`config.mk`:
```
export PLATFORM = sky130hd
export DESIGN_NAME = keyframe_wrap_interpolator
export DESIGN_NICKNAME = d
export VERILOG_FILES = /design/src/rtl/kwi_pkg.sv /design/src/rtl/kwi_ram.sv /design/src/rtl/kwi_ctrl.sv /design/src/rtl/kwi_dpath.sv /design/src/rtl/keyframe_wrap_interpolator.sv
export SDC_FILE = /design/constraint.sdc
export NUM_CORES = 1
export LEC_CHECK = 0
export BUFFER_PORTS_ARGS = -buffer_cell sky130_fd_sc_hd__buf_2
export CORE_MARGIN = 2
export CORE_UTILIZATION = 38
export DETAILED_ROUTE_END_ITERATION = 16
export RECOVER_POWER = 50
export SETUP_SLACK_MARGIN = 0.1
export SLEW_MARGIN = 10
export SYNTH_ARGS = -nofsm -noshare
export SYNTH_HDL_FRONTEND = slang
export SYNTH_SLANG_ARGS = --single-unit
```
`constraint.sdc`:
```
create_clock -name clk -period 5.1 [get_ports clk]
set_clock_uncertainty 0.15 [all_clocks]
set_input_delay 1.02 -clock clk [delete_from_list [all_inputs] [get_ports clk]]
set_output_delay 1.02 -clock clk [all_outputs]
set_load 0.005 [all_outputs]
```
`src/rtl/kwi_pkg.sv`:
```
// ---------------------------------------------------------------------------
// kwi_pkg
// Constants and controller/datapath link types for the keyframe interpolator.
// ---------------------------------------------------------------------------
package kwi_pkg;

  localparam int GAP_DEPTH = 63;
  localparam int SAMPLE_W  = 16;
  localparam int CNT_W     = $clog2(GAP_DEPTH + 1);
  localparam int ADDR_W    = (GAP_DEPTH > 1) ? $clog2(GAP_DEPTH) : 1;
  localparam int DVSR_W    = CNT_W + 1;
  localparam int DIV_STEPS = SAMPLE_W;
  localparam int DCNT_W    = $clog2(DIV_STEPS);
  localparam logic [SAMPLE_W-1:0] HALF_SPAN = SAMPLE_W'(1) << (SAMPLE_W - 1);

  // commands, controller to datapath
  typedef struct packed {
    logic accept;     // capture the input beat
    logic store;      // write sample into the gap store
    logic set_mode;   // latch result flags, clear emit index
    logic mode_interp;
    logic mode_ovf;
    logic div_start;  // load divider and accumulator
    logic div_step;
    logic rd;         // read gap store at emit index
    logic emit_gap;   // load output with a gap frame
    logic emit_last;  // load output with the captured sample, close the item
  } kwi_cmd_t;

  // status, datapath to controller
  typedef struct packed {
    logic seen;
    logic key;
    logic fin;
    logic cnt_zero;
    logic cnt_full;
    logic div_last;
    logic emit_last;
    logic out_free;
  } kwi_sts_t;

endpackage

```
`src/rtl/kwi_ram.sv`:
```
// ---------------------------------------------------------------------------
// kwi_ram
// Generic single-write, single-read RAM with registered read data.
// ---------------------------------------------------------------------------
module kwi_ram #(
  parameter int WIDTH = 16,
  parameter int DEPTH = 64
) (
  input  logic                                      clk,
  input  logic                                      we,
  input  logic [((DEPTH > 1) ? $clog2(DEPTH) : 1)-1:0] waddr,
  input  logic [WIDTH-1:0]                          wdata,
  input  logic                                      re,
  input  logic [((DEPTH > 1) ? $clog2(DEPTH) : 1)-1:0] raddr,
  output logic [WIDTH-1:0]                          rdata
);

  logic [WIDTH-1:0] mem_r [DEPTH];
  logic [WIDTH-1:0] rdata_r;

  always_ff @(posedge clk) begin
    if (we) begin
      mem_r[waddr] <= wdata;
    end
    if (re) begin
      rdata_r <= mem_r[raddr];
    end
  end

  assign rdata = rdata_r;

endmodule

```
`src/rtl/kwi_ctrl.sv`:
```
// ---------------------------------------------------------------------------
// kwi_ctrl
// Sequencer: classifies each frame and steps divide, flush and emit phases.
// ---------------------------------------------------------------------------
module kwi_ctrl
  import kwi_pkg::*;
(
  input  logic      clk,
  input  logic      rst_n,
  input  logic      in_tvalid,
  output logic      in_tready,
  input  kwi_sts_t  sts,
  output kwi_cmd_t  cmd
);

  typedef enum logic [5:0] {
    ST_IDLE   = 6'b000001,
    ST_DECIDE = 6'b000010,
    ST_DIV    = 6'b000100,
    ST_RD     = 6'b001000,
    ST_EMIT   = 6'b010000,
    ST_LAST   = 6'b100000
  } kwi_state_t;

  kwi_state_t state_r, state_nxt;

  assign in_tready = (state_r == ST_IDLE);

  always_comb begin
    state_nxt = state_r;
    cmd       = '0;
    unique case (state_r)
      ST_IDLE: begin
        if (in_tvalid) begin
          cmd.accept = 1'b1;
          state_nxt  = ST_DECIDE;
        end
      end
      ST_DECIDE: begin
        cmd.set_mode = 1'b1;
        if (!sts.seen) begin
          state_nxt = ST_LAST;
        end else if (sts.key) begin
          cmd.mode_interp = 1'b1;
          cmd.div_start   = 1'b1;
          state_nxt       = ST_DIV;
        end else if (sts.cnt_full) begin
          cmd.mode_ovf = 1'b1;
          state_nxt    = ST_RD;
        end else if (sts.fin) begin
          state_nxt = sts.cnt_zero ? ST_LAST : ST_RD;
        end else begin
          cmd.store = 1'b1;
          state_nxt = ST_IDLE;
        end
      end
      ST_DIV: begin
        cmd.div_step = 1'b1;
        if (sts.div_last) begin
          state_nxt = sts.cnt_zero ? ST_LAST : ST_RD;
        end
      end
      ST_RD: begin
        cmd.rd    = 1'b1;
        state_nxt = ST_EMIT;
      end
      ST_EMIT: begin
        if (sts.out_free) begin
          cmd.emit_gap = 1'b1;
          state_nxt    = sts.emit_last ? ST_LAST : ST_RD;
        end
      end
      ST_LAST: begin
        if (sts.out_free) begin
          cmd.emit_last = 1'b1;
          state_nxt     = ST_IDLE;
        end
      end
      default: begin
        state_nxt = ST_IDLE;
      end
    endcase
  end

  always_ff @(posedge clk) begin
    if (!rst_n) begin
      state_r <= ST_IDLE;
    end else begin
      state_r <= state_nxt;
    end
  end

endmodule

```
`src/rtl/kwi_dpath.sv`:
```
// ---------------------------------------------------------------------------
// kwi_dpath
// Anchor and gap state, gap store, serial divider, step accumulator, output.
// ---------------------------------------------------------------------------
module kwi_dpath
  import kwi_pkg::*;
(
  input  logic                clk,
  input  logic                rst_n,
  input  kwi_cmd_t            cmd,
  output kwi_sts_t            sts,
  input  logic [SAMPLE_W-1:0] in_sample,
  input  logic                in_key,
  input  logic                in_fin,
  output logic                out_valid,
  input  logic                out_ready,
  output logic [SAMPLE_W-1:0] out_value,
  output logic                out_interp,
  output logic                out_ovf,
  output logic                out_last
);

  // captured beat
  logic [SAMPLE_W-1:0] sample_r;
  logic                key_r, fin_r;

  // channel state
  logic [SAMPLE_W-1:0] anchor_r;
  logic                seen_r;
  logic [CNT_W-1:0]    count_r;

  // run state
  logic                interp_r, ovf_r;
  logic [CNT_W-1:0]    idx_r;
  logic [SAMPLE_W-1:0] acc_r;

  // divider
  logic [SAMPLE_W-1:0] quo_r;
  logic [DVSR_W-1:0]   rem_r;
  logic [DCNT_W-1:0]   dcnt_r;
  logic                neg_r;

  // output register
  logic                out_valid_r;
  logic [SAMPLE_W-1:0] out_value_r;
  logic                out_interp_r, out_ovf_r, out_last_r;

  logic [SAMPLE_W-1:0] diff;
  logic                diff_neg;
  logic [SAMPLE_W-1:0] diff_mag;
  logic [DVSR_W-1:0]   dvsr;
  logic [DVSR_W:0]     trial;
  logic                qbit;
  logic [DVSR_W-1:0]   rem_nxt;
  logic [SAMPLE_W-1:0] step;
  logic [SAMPLE_W-1:0] acc_sum;
  logic [SAMPLE_W-1:0] rd_data;

  // shortest wrapped distance; exactly half span is negative only when the
  // new key sits above the anchor
  assign diff     = sample_r - anchor_r;
  assign diff_neg = diff[SAMPLE_W-1] && ((diff != HALF_SPAN) || (sample_r > anchor_r));
  assign diff_mag = diff[SAMPLE_W-1] ? (~diff + SAMPLE_W'(1)) : diff;

  // restoring division of the magnitude by gap count plus one
  assign dvsr    = {1'b0, count_r} + DVSR_W'(1);
  assign trial   = {rem_r, quo_r[SAMPLE_W-1]};
  assign qbit    = (trial >= {1'b0, dvsr});
  assign rem_nxt = qbit ? DVSR_W'(trial - {1'b0, dvsr}) : trial[DVSR_W-1:0];

  assign step    = neg_r ? (~quo_r + SAMPLE_W'(1)) : quo_r;
  assign acc_sum = acc_r + step;

  kwi_ram #(
    .WIDTH (SAMPLE_W),
    .DEPTH (GAP_DEPTH)
  ) u_gap_ram (
    .clk   (clk),
    .we    (cmd.store),
    .waddr (count_r[ADDR_W-1:0]),
    .wdata (sample_r),
    .re    (cmd.rd),
    .raddr (idx_r[ADDR_W-1:0]),
    .rdata (rd_data)
  );

  always_ff @(posedge clk) begin
    if (cmd.accept) begin
      sample_r <= in_sample;
      key_r    <= in_key;
      fin_r    <= in_fin;
    end
    if (cmd.set_mode) begin
      interp_r <= cmd.mode_interp;
      ovf_r    <= cmd.mode_ovf;
    end
    if (cmd.div_start) begin
      quo_r  <= diff_mag;
      neg_r  <= diff_neg;
      rem_r  <= '0;
      acc_r  <= anchor_r;
    end else if (cmd.div_step) begin
      quo_r <= {quo_r[SAMPLE_W-2:0], qbit};
      rem_r <= rem_nxt;
    end else if (cmd.emit_gap) begin
      acc_r <= acc_sum;
    end
    if (cmd.emit_gap) begin
      out_value_r  <= interp_r ? acc_sum : rd_data;
      out_interp_r <= interp_r;
      out_ovf_r    <= ovf_r;
      out_last_r   <= 1'b0;
    end else if (cmd.emit_last) begin
      out_value_r  <= sample_r;
      out_interp_r <= 1'b0;
      out_ovf_r    <= ovf_r;
      out_last_r   <= 1'b1;
    end
    if (cmd.emit_last && key_r) begin
      anchor_r <= sample_r;
    end
  end

  always_ff @(posedge clk) begin
    if (!rst_n) begin
      seen_r      <= 1'b0;
      count_r     <= '0;
      idx_r       <= '0;
      dcnt_r      <= '0;
      out_valid_r <= 1'b0;
    end else begin
      if (cmd.store) begin
        count_r <= count_r + CNT_W'(1);
      end else if (cmd.emit_last) begin
        count_r <= '0;
        seen_r  <= key_r && !fin_r;
      end
      if (cmd.set_mode) begin
        idx_r <= '0;
      end else if (cmd.emit_gap) begin
        idx_r <= idx_r + CNT_W'(1);
      end
      if (cmd.div_start) begin
        dcnt_r <= '0;
      end else if (cmd.div_step) begin
        dcnt_r <= dcnt_r + DCNT_W'(1);
      end
      if (cmd.emit_gap || cmd.emit_last) begin
        out_valid_r <= 1'b1;
      end else if (out_ready) begin
        out_valid_r <= 1'b0;
      end
    end
  end

  always_comb begin
    sts.seen      = seen_r;
    sts.key       = key_r;
    sts.fin       = fin_r;
    sts.cnt_zero  = (count_r == '0);
    sts.cnt_full  = (count_r == CNT_W'(GAP_DEPTH));
    sts.div_last  = (dcnt_r == DCNT_W'(DIV_STEPS - 1));
    sts.emit_last = ((idx_r + CNT_W'(1)) == count_r);
    sts.out_free  = !out_valid_r || out_ready;
  end

  assign out_valid  = out_valid_r;
  assign out_value  = out_value_r;
  assign out_interp = out_interp_r;
  assign out_ovf    = out_ovf_r;
  assign out_last   = out_last_r;

endmodule

```
`src/rtl/keyframe_wrap_interpolator.sv`:
```
// Flow: a pass-through frame, or a keyframe with no anchor, goes from the captured beat
//   through the decide and last states to the output register; a keyframe after an
//   anchor first runs the 16-step divider; a buffered frame gives no output.
//   One beat at a time; each gap frame, in a key run or a flush, takes a store read and an emit.
// Reset: synchronous, active low; clears anchor flag, gap count and output valid.
//   The gap store is not cleared, so a beat can be taken right after reset.
// ---------------------------------------------------------------------------
// keyframe_wrap_interpolator
// Fills the frames between two keyframes of a 16-bit wrapping channel by
// linear steps along the shortest arc; frames outside a key pair pass through.
// ---------------------------------------------------------------------------
module keyframe_wrap_interpolator
  import kwi_pkg::*;
(
  input  logic        clk,
  input  logic        rst_n,
  // input stream
  input  logic        in_tvalid,
  output logic        in_tready,
  input  logic [15:0] in_tdata,   // [15:0] sample
  input  logic        in_tuser,   // [0] is_key
  input  logic        in_tlast,   // final_frame
  // result stream
  output logic        out_tvalid,
  input  logic        out_tready,
  output logic [15:0] out_tdata,  // [15:0] value
  output logic [1:0]  out_tuser,  // [0] was_interpolated, [1] gap_overflow
  output logic        out_tlast   // run_end
);

  kwi_cmd_t cmd;
  kwi_sts_t sts;

  // Controller: one beat at a time, decides pass, hold, flush or interpolate.
  kwi_ctrl u_ctrl (
    .clk       (clk),
    .rst_n     (rst_n),
    .in_tvalid (in_tvalid),
    .in_tready (in_tready),
    .sts       (sts),
    .cmd       (cmd)
  );

  // Datapath: anchor, gap store, divider, accumulator and output register.
  // The output register lets the next beat in while a result still waits.
  kwi_dpath u_dpath (
    .clk        (clk),
    .rst_n      (rst_n),
    .cmd        (cmd),
    .sts        (sts),
    .in_sample  (in_tdata[SAMPLE_W-1:0]),
    .in_key     (in_tuser),
    .in_fin     (in_tlast),
    .out_valid  (out_tvalid),
    .out_ready  (out_tready),
    .out_value  (out_tdata[SAMPLE_W-1:0]),
    .out_interp (out_tuser[0]),
    .out_ovf    (out_tuser[1]),
    .out_last   (out_tlast)
  );

endmodule

```
==> Word level (Yosys, flattened, before mapping) <==
Memories as Yosys holds them, arrays and structs flattened. A register that Yosys moved wholly into a read port is not among the register bits.
Index checks and enable logic that the tools add are counted.
{ "word_totals": {"ff_bits": 119, "elab_cells": 122, "inputBits": 22, "mem_bits_rw": 1008, "out_inout_bits": 21, "memories": 1} }
{ "memory_table": {"columns": ["name", "depth", "word_bits", "rd", "rd_clocked_by_memory_dff", "write_ports", "line_no", "source"], "rows": [
  ["u_dpath.u_gap_ram.mem_r", 63, 16, 1, 1, 1, "kwi_ram.sv:18", "logic [WIDTH-1:0] mem_r [DEPTH];"]
]} }
{ "classes": {"n_bitwise": 6, "n_eq_ne": 15, "order_cmp": 2, "add_sub_neg": 9, "n_reduce_logical": 21, "n_mux": 48} }
{ "ops": {"columns": ["op", "n"], "rows": [
  ["$mux 16", 10],
  ["$mux 6", 12],
  ["$pmux 6 s6", 1],
  ["$add 16x1->16 const B", 2],
  ["$not 16->16", 2],
  ["$mux 1", 22],
  ["$add 16x16->16", 1],
  ["$gt 16x16->1", 1],
  ["$ne 16x16->1 const B", 1],
  ["$sub 16x16->16", 1],
  ["$add 6x1->6 const B", 2],
  ["$eq 6x6->1 const B", 2],
  ["$reduce_bool 2->1", 5],
  ["$ge 8x7->1", 1],
  ["$ne 2x2->1 const B", 4],
  ["$add 6x1->7 const B", 1],
  ["$mux 7", 1],
  ["$sub 7x7->7", 1],
  ["$eq 6x1->1 const B", 1],
  ["$eq 6x2->1 const B", 1],
  ["$eq 6x3->1 const B", 1],
  ["$eq 6x4->1 const B", 1],
  ["$eq 6x5->1 const B", 1],
  ["$eq 6x6->1", 1],
  ["14 further kinds", 25]
]} }

==> Longest topological paths before layout <==
Gate-level depths: netlist of the first run.
{ "logic_depth": {"ltp_word": 7, "ltp_mapped": 16} }

==> By module <==
From an unflattened synthesis of the first run, not the netlist that was laid out.
{ "unflattened": {"hier_cells": 2608, "area_unflattened_um2": 47135.2} }
{ "modules_own_cells": {"columns": ["mod", "n_inst", "area_per_inst_um2", "cells_per_inst"], "rows": [
  ["kwi_ram", 1, 39346.5, 1810],
  ["kwi_dpath", 1, 7295.7, 737],
  ["kwi_ctrl", 1, 493.0, 61]
]} }

==> Worst setup path before layout of the first run <==
OpenSTA, ideal clock, no wires.
{ "synth_path": {"path_type": "register to register", "start": "register u_dpath.sample_r[0]", "end": "register u_dpath.quo_r[14] (data pin)", "setup_time_ns": 0.264, "arrival_ns": 3.521, "path_buffers": 0, "stages_incl_launch_ff": 14, "path_slack_ns": 1.166, "cell_sequence": "edfxtp_1 -> inv_1 -> ha_1 -> inv_1 -> fa_1 -> inv_1 -> ha_1 -> nand2_1 -> or3_1 -> a211oi_1 -> nand4b_1 -> o41ai_2 -> xnor2_1 -> o21ai_1"} }
{ "synth_between": {"elab_chain_len": 5} }
{ "synth_rtl": {"columns": ["item", "line_no", "source"], "rows": [
  ["start: declaration", "kwi_dpath.sv:24", "logic [SAMPLE_W-1:0] sample_r;"],
  ["start signal: assignment", "kwi_dpath.sv:89", "sample_r <= in_sample;"],
  ["$sub 16x16->16 *", "kwi_dpath.sv:61", "assign diff = sample_r - anchor_r;"],
  ["$not 16->16", "kwi_dpath.sv:63", "assign diff_mag = diff[SAMPLE_W-1] ? (~diff + SAMPLE_W'(1)) : diff;"],
  ["$add 16x1->16", "kwi_dpath.sv:63", null],
  ["$mux 16 *", "kwi_dpath.sv:63", null],
  ["$mux 16 *", "kwi_dpath.sv:97", "if (cmd.div_start) begin"],
  ["end signal: assignment", "kwi_dpath.sv:98", "quo_r <= diff_mag;"],
  ["end signal: assignment", "kwi_dpath.sv:103", "quo_r <= {quo_r[SAMPLE_W-2:0], qbit};"],
  ["end: declaration", "kwi_dpath.sv:38", "logic [SAMPLE_W-1:0] quo_r;"]
]} }
Every way passes the cells marked *; elsewhere a longest branch is shown, timed or not.
A chain may end at the register's enable or synchronous reset.

==> Worst setup path after layout of the first run <==
{ "layout_path": {"start": "register u_ctrl.state_r[4]", "end": "memory u_dpath.u_gap_ram.mem_r[14][13] (enable)"} }
{ "layout_between": {"elab_chain_len": 4} }
{ "layout_rtl": {"columns": ["item", "line_no", "source"], "rows": [
  ["start: declaration", "kwi_ctrl.sv:25", "kwi_state_t state_r, state_nxt;"],
  ["start signal: assignment", "kwi_ctrl.sv:89", "state_r <= state_nxt;"],
  ["$eq 6x2->1", "kwi_ctrl.sv:32", "unique case (state_r)"],
  ["$mux 5", "kwi_ctrl.sv:32", null],
  ["$mux 1", "kwi_ram.sv:22", "if (we) begin"],
  ["$mux 1 (not written as such)", "kwi_ram.sv:23", "mem_r[waddr] <= wdata;"],
  ["end: declaration", "kwi_ram.sv:18", null]
]} }
Every way passes these cells.

==> results of run 1 <==
==> how the worst min path moves through the flow <==
stage	startpoint	to	slack, ps	cells past startpoint
2_1_floorplan	u_dpath.ovf_r$_SDFFCE_PP0N_	u_dpath.out_ovf$_DFFE_PP_	250	0
3_3_place_gp	u_dpath.out_last$_SDFFE_PP0P_	u_dpath.out_last$_SDFFE_PP0P_	310	2
3_5_place_dp	u_dpath.out_last$_SDFFE_PP0P_	u_dpath.out_last$_SDFFE_PP0P_	310	2
4_1_cts	in_tuser	u_dpath.key_r$_DFFE_PP_	310	1
5_1_grt	in_tuser	u_dpath.key_r$_DFFE_PP_	330	1
6_report	u_dpath.out_last$_SDFFE_PP0P_	u_dpath.out_last$_SDFFE_PP0P_	310	2
==> Yosys cell counts, types with 4 or more instances <==
| cell | n |
|---|---|
| o21ai_1 | 5 |
| a21oi_1 | 40 |
| inv_1 | 44 |
| nand4_1 | 8 |
| dfxtp_1 | 32 |
| nand3b_1 | 5 |
| and3_1 | 5 |
| o31ai_1 | 5 |
| and2_1 | 9 |
| nor3_1 | 6 |
| nor2_1 | 115 |
| nand2_1 | 117 |
| ha_1 | 48 |
| o211ai_1 | 4 |
| mux4_2 | 320 |
| or3_1 | 8 |
| o21a_1 | 5 |
| buf_1 | 22 |
| nand3_1 | 33 |
| a31oi_1 | 5 |
| xnor2_1 | 52 |
| clkbuf_1 | 61 |
| o21bai_1 | 6 |
| mux2i_1 | 31 |
| nor2b_1 | 8 |
| buf_2 | 23 |
| o21ai_0 | 94 |
| a21o_1 | 16 |
| buf_4 | 5 |
| edfxtp_1 | 1111 |
| nand2b_1 | 5 |
| xor2_1 | 26 |
| nor3b_1 | 4 |
==> worst reg2reg max path, cell delays in order, from the launching register on <==
cell      delay [ps]
dfxtp_1          360
nor2_1           310
nand3b_1         170
nor3_1           600
nand3_1          260
or3_1            510
nor2_2           260
nand3_1          640
nor2_1           290
buf_4            330
==> state kept, by name (all words and copies together), names as in the netlist <==
register / count
u_dpath.out_valid: 1
u_dpath.out_ovf: 1
u_dpath.fin_r: 1
u_dpath.acc_r: 16
u_dpath.idx_r: 6
u_dpath.out_last: 1
u_ctrl.state_r: 6
u_dpath.u_gap_ram.mem_r: 1008
u_dpath.rem_r: 7
u_dpath.out_interp: 1
u_dpath.quo_r: 16
u_dpath.interp_r: 1
u_dpath.neg_r: 1
u_dpath.ovf_r: 1
u_dpath.key_r: 1
u_dpath.count_r: 6
u_dpath.seen_r: 1
u_dpath.sample_r: 16
u_dpath.anchor_r: 16
u_dpath.u_gap_ram.rdata: 16
u_dpath.dcnt_r: 4
u_dpath.out_value: 16
==> metal layers <==
layer	up-vias	wire length, um	global-route usage, %
met2	802	54470	28.93
met3	187	6762	2.825
met4	2	3295	5.609
met5	-	13	0
met1	12300	46990	24.36
li1	9848	-	-
==> cells by family (layout without fill, tap and decap cells) <==
kind of cell | count (synthesis) | after routing | share of synthesized area (%)
flops | 1143 | 1143 | 73.21
mux | 352 | 352 | 16.22
simple gates | 350 | 350 | 3.556
compound gates | 207 | 207 | 2.734
buf+inv | 156 | 405 | 1.385
xor+xnor | 78 | 78 | 1.471
fa+ha+maj | 51 | 51 | 1.422
other cells | 0 | 1 | 0
==> final cells by class <==
type	count	share of cell area, %
antenna	1	0.004736
clock buffer	133	5.553
clock inverter	76	1.587
inverter	44	0.3126
multi-input combinational	1038	22.32
sequential	1143	64.38
tap	1625	3.848
timing repair buffer	152	1.994
==> metrics by stage <==
step / util (%) / instances
2_1_floorplan: - / 2337
3_3_place_gp: 40.44 / 4002
3_5_place_dp: 40.44 / 4002
4_1_cts: 43.54 / 4211
5_1_grt: 43.47 / 4211
6_report: 43.47 / 4212
==> where the power goes <==
part | switching, W | internal (W) | total (W) | leakage (nW)
logic | 0.000390 | 0.000112 | 0.000502 | 4.31
registers | 0.0000199 | 0.0104 | 0.0105 | 10.3
clock network | 0.00354 | 0.00492 | 0.00845 | 1.83
==> metrics, run 1 <==
Top delay family on crit path simple AND/OR/NAND/NOR gates; Final Hold Fails 0; leading cell type in the layout, fill and taps excluded edfxtp_1; post-synth top area share 71.83%; clk sinks 1143; Pwr Total 0.01942 W; Crit path largest cell delay between 600 and 700 ps; Buffers & Inverters on Critical Path 1; Fmax between 200 and 250 MHz; kind of critical path flip-flop to flip-flop; Ys Warns 0; CP Max Fanout 16; max_cap viols 15; syn nets between 2000 and 2500; Max rail drop VDD between 300 and 400 uV; post-place setup slack 1251 ps; Hold WS 306.3 ps; crit-path cells nor2_1 > nand3b_1 > nor3_1 > nand3_1 > or3_1 > nor2_2 > nand3_1 > nor2_1 > buf_4; drt drc 0; row count 128; fin area approximately 0.053 mm^2; # Post-CTS Setup Buffers 0; CP Launch Point u_ctrl.state_r[4]$_SDFFE_PN0P_; Final WS setup 870.8 ps; Worst Reg-to-Reg Cells 9; HPWL Detailed 66.36 mm; area grow syn2layout 13.77%; Post-synth ARST share 0%; PortBufs 42; Die Span Y 353.6 um; CTS Buffer Depth 3; post-layout min period about 4200 ps; kind of end point of the critical path flip-flop; FF-to-FF setup slack 870 ps; Final period util 82.93%; failing checks capacitance limit, slew limit; ANT nets after route 0; final WL 111.5 mm; CP Data Required Time roughly 5300 ps; clock insertion delay at the later pin of the skew report around 700 ps; layout cell share with drive strength beyond 1 about a quarter; Slew Limit Fails 990; area occupied by multi-input gates 0.01180 mm^2; GRT Overall Usage 17.69%; Syn Area/Cell 19.87 um^2; Seq. cell area 0.03402 mm^2; Worst Path Arrival around 4400 ps; antenna violations before repair 4; TritonCTS clock tree yes; actual slew at the worst max-slew pin 3677 ps; H-Tree Depth 3; P_leak 16.39 nW; worst r2r src u_ctrl.state_r[4]$_SDFFE_PN0P_; Post-synth EDFFs 1111; Placer Congestion 0.8737; largest cells by area after synthesis edfxtp_1 (72%), mux4_2 (16%), dfxtp_1 (1.4%); CP Depth 9; worst reg2reg path endpoint u_dpath.u_gap_ram.mem_r[14][13]$_DFFE_PP_; Slew headroom -145.2%; # setup viols final 0; Clk pin slew, worst setup/hold paths 60 ps; ys flop type edfxtp_1; IO Pins 43; Nets about 2600; Resize count post-CTS 0; RSZ-0062 raised after global routing false; Die W 353.6 um; Fill cells 10290; Wirelength per Cell 26.48 um; global-route wire length before repair 162.6 mm; CTS Hold Bufs 0; status finished with violations; Core Box Area ~0.12 mm^2; cells after synthesis 2337; number of DRC markers in iteration 0 2334; vias post-DR 23140; Via-to-Cell Ratio 5.495; post-synthesis register bit count 1143; largest area contributor in the netlist edfxtp_1; startpoint types flip-flop; Critical path destination u_dpath.u_gap_ram.mem_r[14][13]$_DFFE_PP_; Total Neg Setup Slack 0 ps; vias in the first global route between 20000 and 25000; Crit-path slowest cell nand3_1; root buffer cell clkbuf_16; Power per Cell Area about 370 mW/mm^2; grt ovf 0; largest net degree at the start of global routing 88; Initial DRT Pass Iterations 5; Initial Util 38.21%; die area 0.1250 mm^2; min-delay worst type flip-flop to flip-flop; CTS Buf Count 113; most frequent cells in the layout edfxtp_1 (1111), mux4_2 (320), nand2_1 (117); Synth Cell Area 0.04644 mm^2; post-synthesis sequential area ratio 73.21%; Placed Area around 0.049 mm^2; Unique masters post-synth between 70 and 80
Note: power is estimated with default switching activity, not from simulation.
==> run 2, diff against run 1 <==
==> constraint.sdc (replaced) <==
create_clock -name clk -period 3.7 [get_ports clk]
set_clock_uncertainty 0.15 [all_clocks]
set_input_delay 0.74 -clock clk [delete_from_list [all_inputs] [get_ports clk]]
set_output_delay 0.74 -clock clk [all_outputs]
set_load 0.005 [all_outputs]
==> run 2 against run 1 <==
  * The run still ends with capacitance limit, slew limit left
  * Total power is 36% higher
  * Combinational power rose by 45%
  * Global-route usage increased by 0.11 points
  * Final area up 1.0%
  * Die area stayed put
  * Worst hold slack got worse by 250 ps
  * Via count is 0.17% higher
  * Routed wire length up 0.31%
  * Critical path type unchanged
==> metrics, run 2 (synthesis gave the netlist of run 1 again) <==
status finished with violations; failing checks capacitance limit, slew limit; global-route wire length before repair 163.8 mm (+0.72%); Seq. cell area 0.03402 mm^2 (unchanged); max reg flops 1008 (unchanged); Placer Congestion 0.8275 (-5.3%); Die Span Y 353.6 um (unchanged); top register by number of flip-flops u_dpath.u_gap_ram.mem_r; CP Max Fanout 4 (-12); ANT nets after route 0 (unchanged); Placed Area 0.04967 mm^2 (+1.1%); IO Pins 43 (unchanged); row count 128 (unchanged); Initial Util 38.21% (unchanged); Slew Limit Fails 904 (-8.7%); vias in the first global route 23660 (-0.093%); CTS Buffer Depth 3 (unchanged); post-place setup slack 172.6 ps (-1078 ps); Clk pin slew, worst setup/hold paths 60 ps (about the same); largest net degree at the start of global routing 67 (-24%); area occupied by multi-input gates 0.01194 mm^2 (+1.2%); layout cell share with drive strength beyond 1 27.04% (+2.8 points); number of DRC markers in iteration 0 2367 (+1.4%); H-Tree Depth 3 (unchanged); Final period util 91.79% (+8.9 points); GRT Overall Usage 17.80% (+0.11 points); antenna violations before repair 8 (+4); fin area 0.05339 mm^2 (+1.0%); Buffers & Inverters on Critical Path 3 (+2); kind of critical path flip-flop to flip-flop; # setup viols final 0 (unchanged); CTS Hold Bufs 0 (unchanged); Top delay family on crit path compound AO/OA/AOI/OAI gates; leading cell type in the layout, fill and taps excluded edfxtp_1; CP Data Required Time 3980 ps (-1330 ps); root buffer cell clkbuf_16; drt drc 0 (unchanged); P_leak 16.67 nW (+1.7%); min-delay worst type input port to flip-flop; Fmax 294.4 MHz (+25%); Crit-path slowest cell edfxtp_1; Total Neg Setup Slack 0 ps (unchanged); HPWL Detailed 68.51 mm (+3.2%); Initial DRT Pass Iterations 6 (+1); TritonCTS clock tree yes; Crit path largest cell delay 400 ps (-240 ps); Fill cells 10260 (-0.32%); Final WS setup 303.6 ps (-567.2 ps); die area 0.1250 mm^2 (unchanged); Slew headroom -16.91% (+130 points); max_cap viols 13 (-2); clock insertion delay at the later pin of the skew report 710 ps (about the same); Core Box Area 0.1216 mm^2 (unchanged); most frequent cells in the layout edfxtp_1 (1111), mux4_2 (320), nand2_1 (117); Power per Cell Area 494.4 mW/mm^2 (+35%); RSZ-0062 raised after global routing true; Worst Path Arrival 3680 ps (-760 ps); clk sinks 1143 (unchanged); Nets 2610 (+1.8%); actual slew at the worst max-slew pin 1754 ps (-1924 ps); kind of end point of the critical path flip-flop; Max rail drop VDD 362.6 uV (+15%); grt ovf 0 (unchanged); area grow syn2layout 14.95%; CTS Buf Count 115 (+1.8%); vias post-DR 23180 (+0.17%); crit-path cells inv_2 > ha_4 > inv_2 > fa_2 > a211oi_2 > o21ai_1 > a211o_1 > a31oi_2 > xnor2_2 > inv_1 > o41ai_4 > xnor2_1 > o21ai_1; post-layout min period 3396 ps (-832.8 ps); final WL 111.9 mm (+0.31%); startpoint types flip-flop; Final Hold Fails 0 (unchanged); Via-to-Cell Ratio 5.438 (-1.0%); Die W 353.6 um (unchanged); PortBufs 42 (unchanged); Wirelength per Cell 26.24 um (-0.89%)
==> run 2: cell count changes in the layout (fill, tap and decap cells not counted), moves of 6 or more <==
cell / change
buf_12: +13
buf_4: +29
bufinv_16: -9
clkbuf_1: -6
clkbuf_2: +15
clkinv_1: -6
clkinv_2: +7
==> run 2: area by class of cell <==
| cell class | count | area share, % |
|---|---|---|
| clock buffer | 143 | 5.702 |
| sequential | 1143 | 63.72 |
| inverter | 44 | 0.3094 |
| timing repair buffer | 195 | 2.904 |
| clock inverter | 74 | 1.191 |
| tap | 1625 | 3.808 |
| antenna | 1 | 0.004687 |
| multi-input combinational | 1038 | 22.36 |
==> run 2: worst paths after layout <==
path	from	to	slack (ps)	cells past startpoint
worst min-delay path	in_tdata[14]	u_dpath.sample_r[14]$_DFFE_PP_	60	1
worst max-delay path	u_dpath.sample_r[0]$_DFFE_PP_	u_dpath.quo_r[14]$_DFFE_PP_	300	13
worst min register to register	u_dpath.out_last$_SDFFE_PP0P_	u_dpath.out_last$_SDFFE_PP0P_	340	2
worst max register to register	u_dpath.sample_r[0]$_DFFE_PP_	u_dpath.quo_r[14]$_DFFE_PP_	300	13
==> run 2: what timing repair did <==
action | 4_1_cts | 5_1_grt
setup endpoints to repair | 0 | 12
buffers inserted | 0 | 4
gates resized for setup | 0 | 15
==> run 2: metal layers <==
| layer | track usage, % | share of wire [%] | wire length, um | vias up |
|---|---|---|---|---|
| li1 | - | - | - | 9958 |
| met1 | 24.59 | 43 | 47600 | 12300 |
| met2 | 29.17 | 49 | 54800 | 744 |
| met3 | 2.634 | 5.6 | 6228 | 179 |
| met4 | 5.660 | 2.9 | 3239 | 2 |
| met5 | 0 | 0.012 | 13 | - |
==> run 2: power breakdown <==
part | switching (W) | total (W) | internal, W
clock network | 0.00491 | 0.0113 | 0.00635
logic | 0.000560 | 0.000727 | 0.000167
registers | 0.0000299 | 0.0144 | 0.0144
total | 0.00550 | 0.0264 | 0.0209
==> run 2: worst register-to-register path, cell delays in order (launching register included) <==
cell and delay (ps):
edfxtp_1 400, inv_2 80, ha_4 140, inv_2 40
fa_2 380, a211oi_2 240, o21ai_1 160, a211o_1 350
a31oi_2 260, xnor2_2 180, inv_1 130, o41ai_4 380
xnor2_1 150, o21ai_1 70
==> run 2: metrics by stage <==
step	cells	hold WS (ps)	util (%)	power, W
6_report	4263	60.94	43.92	0.02639
5_1_grt	4262	39.26	43.92	0.02720
4_1_cts	4258	21.10	43.89	0.02660
3_5_place_dp	4041	330.3	40.86	0.01539
3_3_place_gp	4041	310.5	40.86	0.01534
2_1_floorplan	2337	250.3	-	0.01506
==> run 3, diff against run 2 <==
--- a/config.mk
+++ b/config.mk
@@ -5,13 +5,14 @@
 export SDC_FILE = /design/constraint.sdc
 export NUM_CORES = 1
 export LEC_CHECK = 0
-export BUFFER_PORTS_ARGS = -buffer_cell sky130_fd_sc_hd__buf_2
 export CORE_MARGIN = 2
 export CORE_UTILIZATION = 38
 export DETAILED_ROUTE_END_ITERATION = 16
+export DONT_BUFFER_PORTS = 1
 export RECOVER_POWER = 50
 export SETUP_SLACK_MARGIN = 0.1
 export SLEW_MARGIN = 10
 export SYNTH_ARGS = -nofsm -noshare
 export SYNTH_HDL_FRONTEND = slang
 export SYNTH_SLANG_ARGS = --single-unit
+export TNS_END_PERCENT = 30
==> run 3 against run 2 <==
  * The run still ends with capacitance limit, slew limit left
  * Critical path depth unchanged
  * Utilization down 0.091 points
  * Clock power about the same
  * Largest power group unchanged
  * Highest routed layer unchanged
==> metrics, run 3 (synthesis gave the netlist of run 1 again) <==
status finished with violations; failing checks capacitance limit, slew limit; kind of critical path flip-flop to flip-flop; Via-to-Cell Ratio 5.471 (+0.60%); IO Pins 43 (unchanged); fin area 0.05328 mm^2 (-0.21%); Hold WS 51.87 ps (-9.076 ps); worst r2r src u_dpath.sample_r[0]$_DFFE_PP_; max reg flops 1008 (unchanged); Slew Limit Fails 692 (-23%); Hold Crit Endpoint u_dpath.seen_r$_SDFFE_PN0P_; Crit-path slowest cell fa_1; ANT nets after route 0 (unchanged); largest net degree at the start of global routing 66 (-1.5%); Initial Util 38.21% (unchanged); Die Span Y 353.6 um (unchanged); Worst Path Arrival 3730 ps (+50 ps); clk sinks 1143 (unchanged); Wirelength per Cell 26.24 um (about the same); layout cell share with drive strength beyond 1 25.54% (-1.5 points); CP Max Fanout 4 (unchanged); kind of end point of the critical path flip-flop; Max rail drop VDD 435.3 uV (+20%); Core Box Area 0.1216 mm^2 (unchanged); Clk pin slew, worst setup/hold paths 60 ps (about the same); GRT Overall Usage 17.66% (-0.13 points); Slew headroom -10.51% (+6.4 points); Worst Hold Depth 1 (unchanged); # setup viols final 0 (unchanged); crit-path cells inv_2 > ha_4 > inv_2 > fa_1 > a211oi_2 > o21ai_1 > a211o_1 > a31oi_2 > xnor2_2 > inv_1 > o41ai_2 > xnor2_1 > o21ai_1; leading cell type in the layout, fill and taps excluded edfxtp_1; Crit path largest cell delay 460 ps (+60 ps); PortBufs 0 (-100%); vias post-DR 23160 (-0.082%); root buffer cell clkbuf_16; antenna violations before repair 4 (-4); Placed Area 0.04942 mm^2 (-0.51%); global-route wire length before repair 162.0 mm (-1.1%); CTS Buf Count 114 (-0.87%); area grow syn2layout 14.71%; drt drc 0 (unchanged); worst reg2reg path endpoint u_dpath.quo_r[14]$_DFFE_PP_; Power per Cell Area 494.2 mW/mm^2 (about the same); startpoint types flip-flop; Worst Reg-to-Reg Cells 13 (unchanged); Final period util 93.80% (+2.0 points); CTS Buffer Depth 3 (unchanged); die area 0.1250 mm^2 (unchanged); top register by number of flip-flops u_dpath.u_gap_ram.mem_r; Final Hold Fails 0 (unchanged); RSZ-0062 raised after global routing true; final core occ 43.83% (-0.091 points); actual slew at the worst max-slew pin 1658 ps (-96.03 ps); min-delay worst type input port to flip-flop; P_leak 16.57 nW (-0.58%); clock insertion delay at the later pin of the skew report 690 ps (-20 ps); H-Tree Depth 3 (unchanged); post-layout min period 3471 ps (+74.21 ps); number of DRC markers in iteration 0 2591 (+9.5%); Initial DRT Pass Iterations 6 (unchanged); Total Neg Setup Slack 0 ps (unchanged); CP Data Required Time 3960 ps (-20 ps); Fmax 288.1 MHz (-2.1%); final WL 111.1 mm (-0.70%); most frequent cells in the layout edfxtp_1 (1111), mux4_2 (320), nand2_1 (117); Placer Congestion 0.8384 (+1.3%); grt ovf 0 (unchanged); vias in the first global route 23470 (-0.80%); Nets 2587 (-0.88%); row count 128 (unchanged); TritonCTS clock tree yes; max_cap viols 10 (-3); FF-to-FF setup slack 230 ps (-70 ps); Hold Path Origin rst_n; Die W 353.6 um (unchanged); HPWL Detailed 67.82 mm (-1.0%)
run 3: changes by cell type in the layout (fill, tap and decap cells not counted), sizes merged:
cell         previous run  this run
dlygate4sd3             0        20
buf                   160       135
bufinv                  7        10
clkbuf                178       163
inv                    50        47
clkinv                 55        46
run 3: how the worst max path moves through the flow:
stage | from | to | slack (ps) | cells after the start
2_1_floorplan | u_dpath.sample_r[0]$_DFFE_PP_ | u_dpath.quo_r[14]$_DFFE_PP_ | -100 | 13
3_3_place_gp | u_dpath.quo_r[2]$_DFFE_PP_ | u_dpath.out_value[15]$_DFFE_PP_ | 190 | 14
3_5_place_dp | u_dpath.quo_r[2]$_DFFE_PP_ | u_dpath.out_value[14]$_DFFE_PP_ | 110 | 13
4_1_cts | u_dpath.quo_r[2]$_DFFE_PP_ | u_dpath.out_value[15]$_DFFE_PP_ | 120 | 14
5_1_grt | u_dpath.quo_r[2]$_DFFE_PP_ | u_dpath.acc_r[14]$_DFFE_PP_ | 40 | 13
6_report | u_dpath.sample_r[0]$_DFFE_PP_ | u_dpath.quo_r[14]$_DFFE_PP_ | 230 | 13
run 3: repair_timing:
action,4_1_cts,5_1_grt
endpoints found under the setup margin,2,12
hold buffers,20,0
pin swaps,0,4
buffers inserted,0,4
gates resized for setup,1,13
hold endpoints to repair,25,0
run 3: power by group:
part | internal, W | switching, W | total, W
combinational | 0.000166 | 0.000541 | 0.000707
clock | 0.00644 | 0.00479 | 0.0112
sequential | 0.0144 | 0.0000299 | 0.0144
total | 0.0210 | 0.00536 | 0.0263
run 3: per-stage QoR:
step | setup WS [ps] | power (W) | cells
floorplan | -101.2 | 0.01506 | 2337
global placement | 191.0 | 0.01531 | 3999
detailed placement | 110.0 | 0.01535 | 3999
CTS | 118.3 | 0.02654 | 4229
global route | 41.70 | 0.02710 | 4233
finish | 229.4 | 0.02633 | 4234
run 3: cell type report:
type	instances	area, um^2
Sequential cell	1143	34020
Tap cell	1625	2033
Multi-Input combinational cell	1038	11880
Fill cell	10290	68280
Inverter	44	165.2
Clock buffer	145	3012
Antenna cell	1	2.502
Clock inverter	65	604.3
Timing Repair Buffer	173	1564
run 3: per-layer routing:
layer / up-vias / GRT usage, % / share of wire (%)
met4: 4 / 4.868 / 2.4
met5: - / 0 / 0.024
met2: 776 / 29.97 / 50
met3: 160 / 2.727 / 6.0
li1: 9907 / - / -
met1: 12320 / 23.74 / 41
run 3: worst max-delay path: cells and delay by family (launching register included):
family | cells | cell delay (ps)
buffers and inverters | 3 | 230
xor gates and xnor gates | 2 | 340
DFF | 1 | 410
adders and majority gates | 2 | 600
AOI/OAI and AO/OA | 6 | 1470
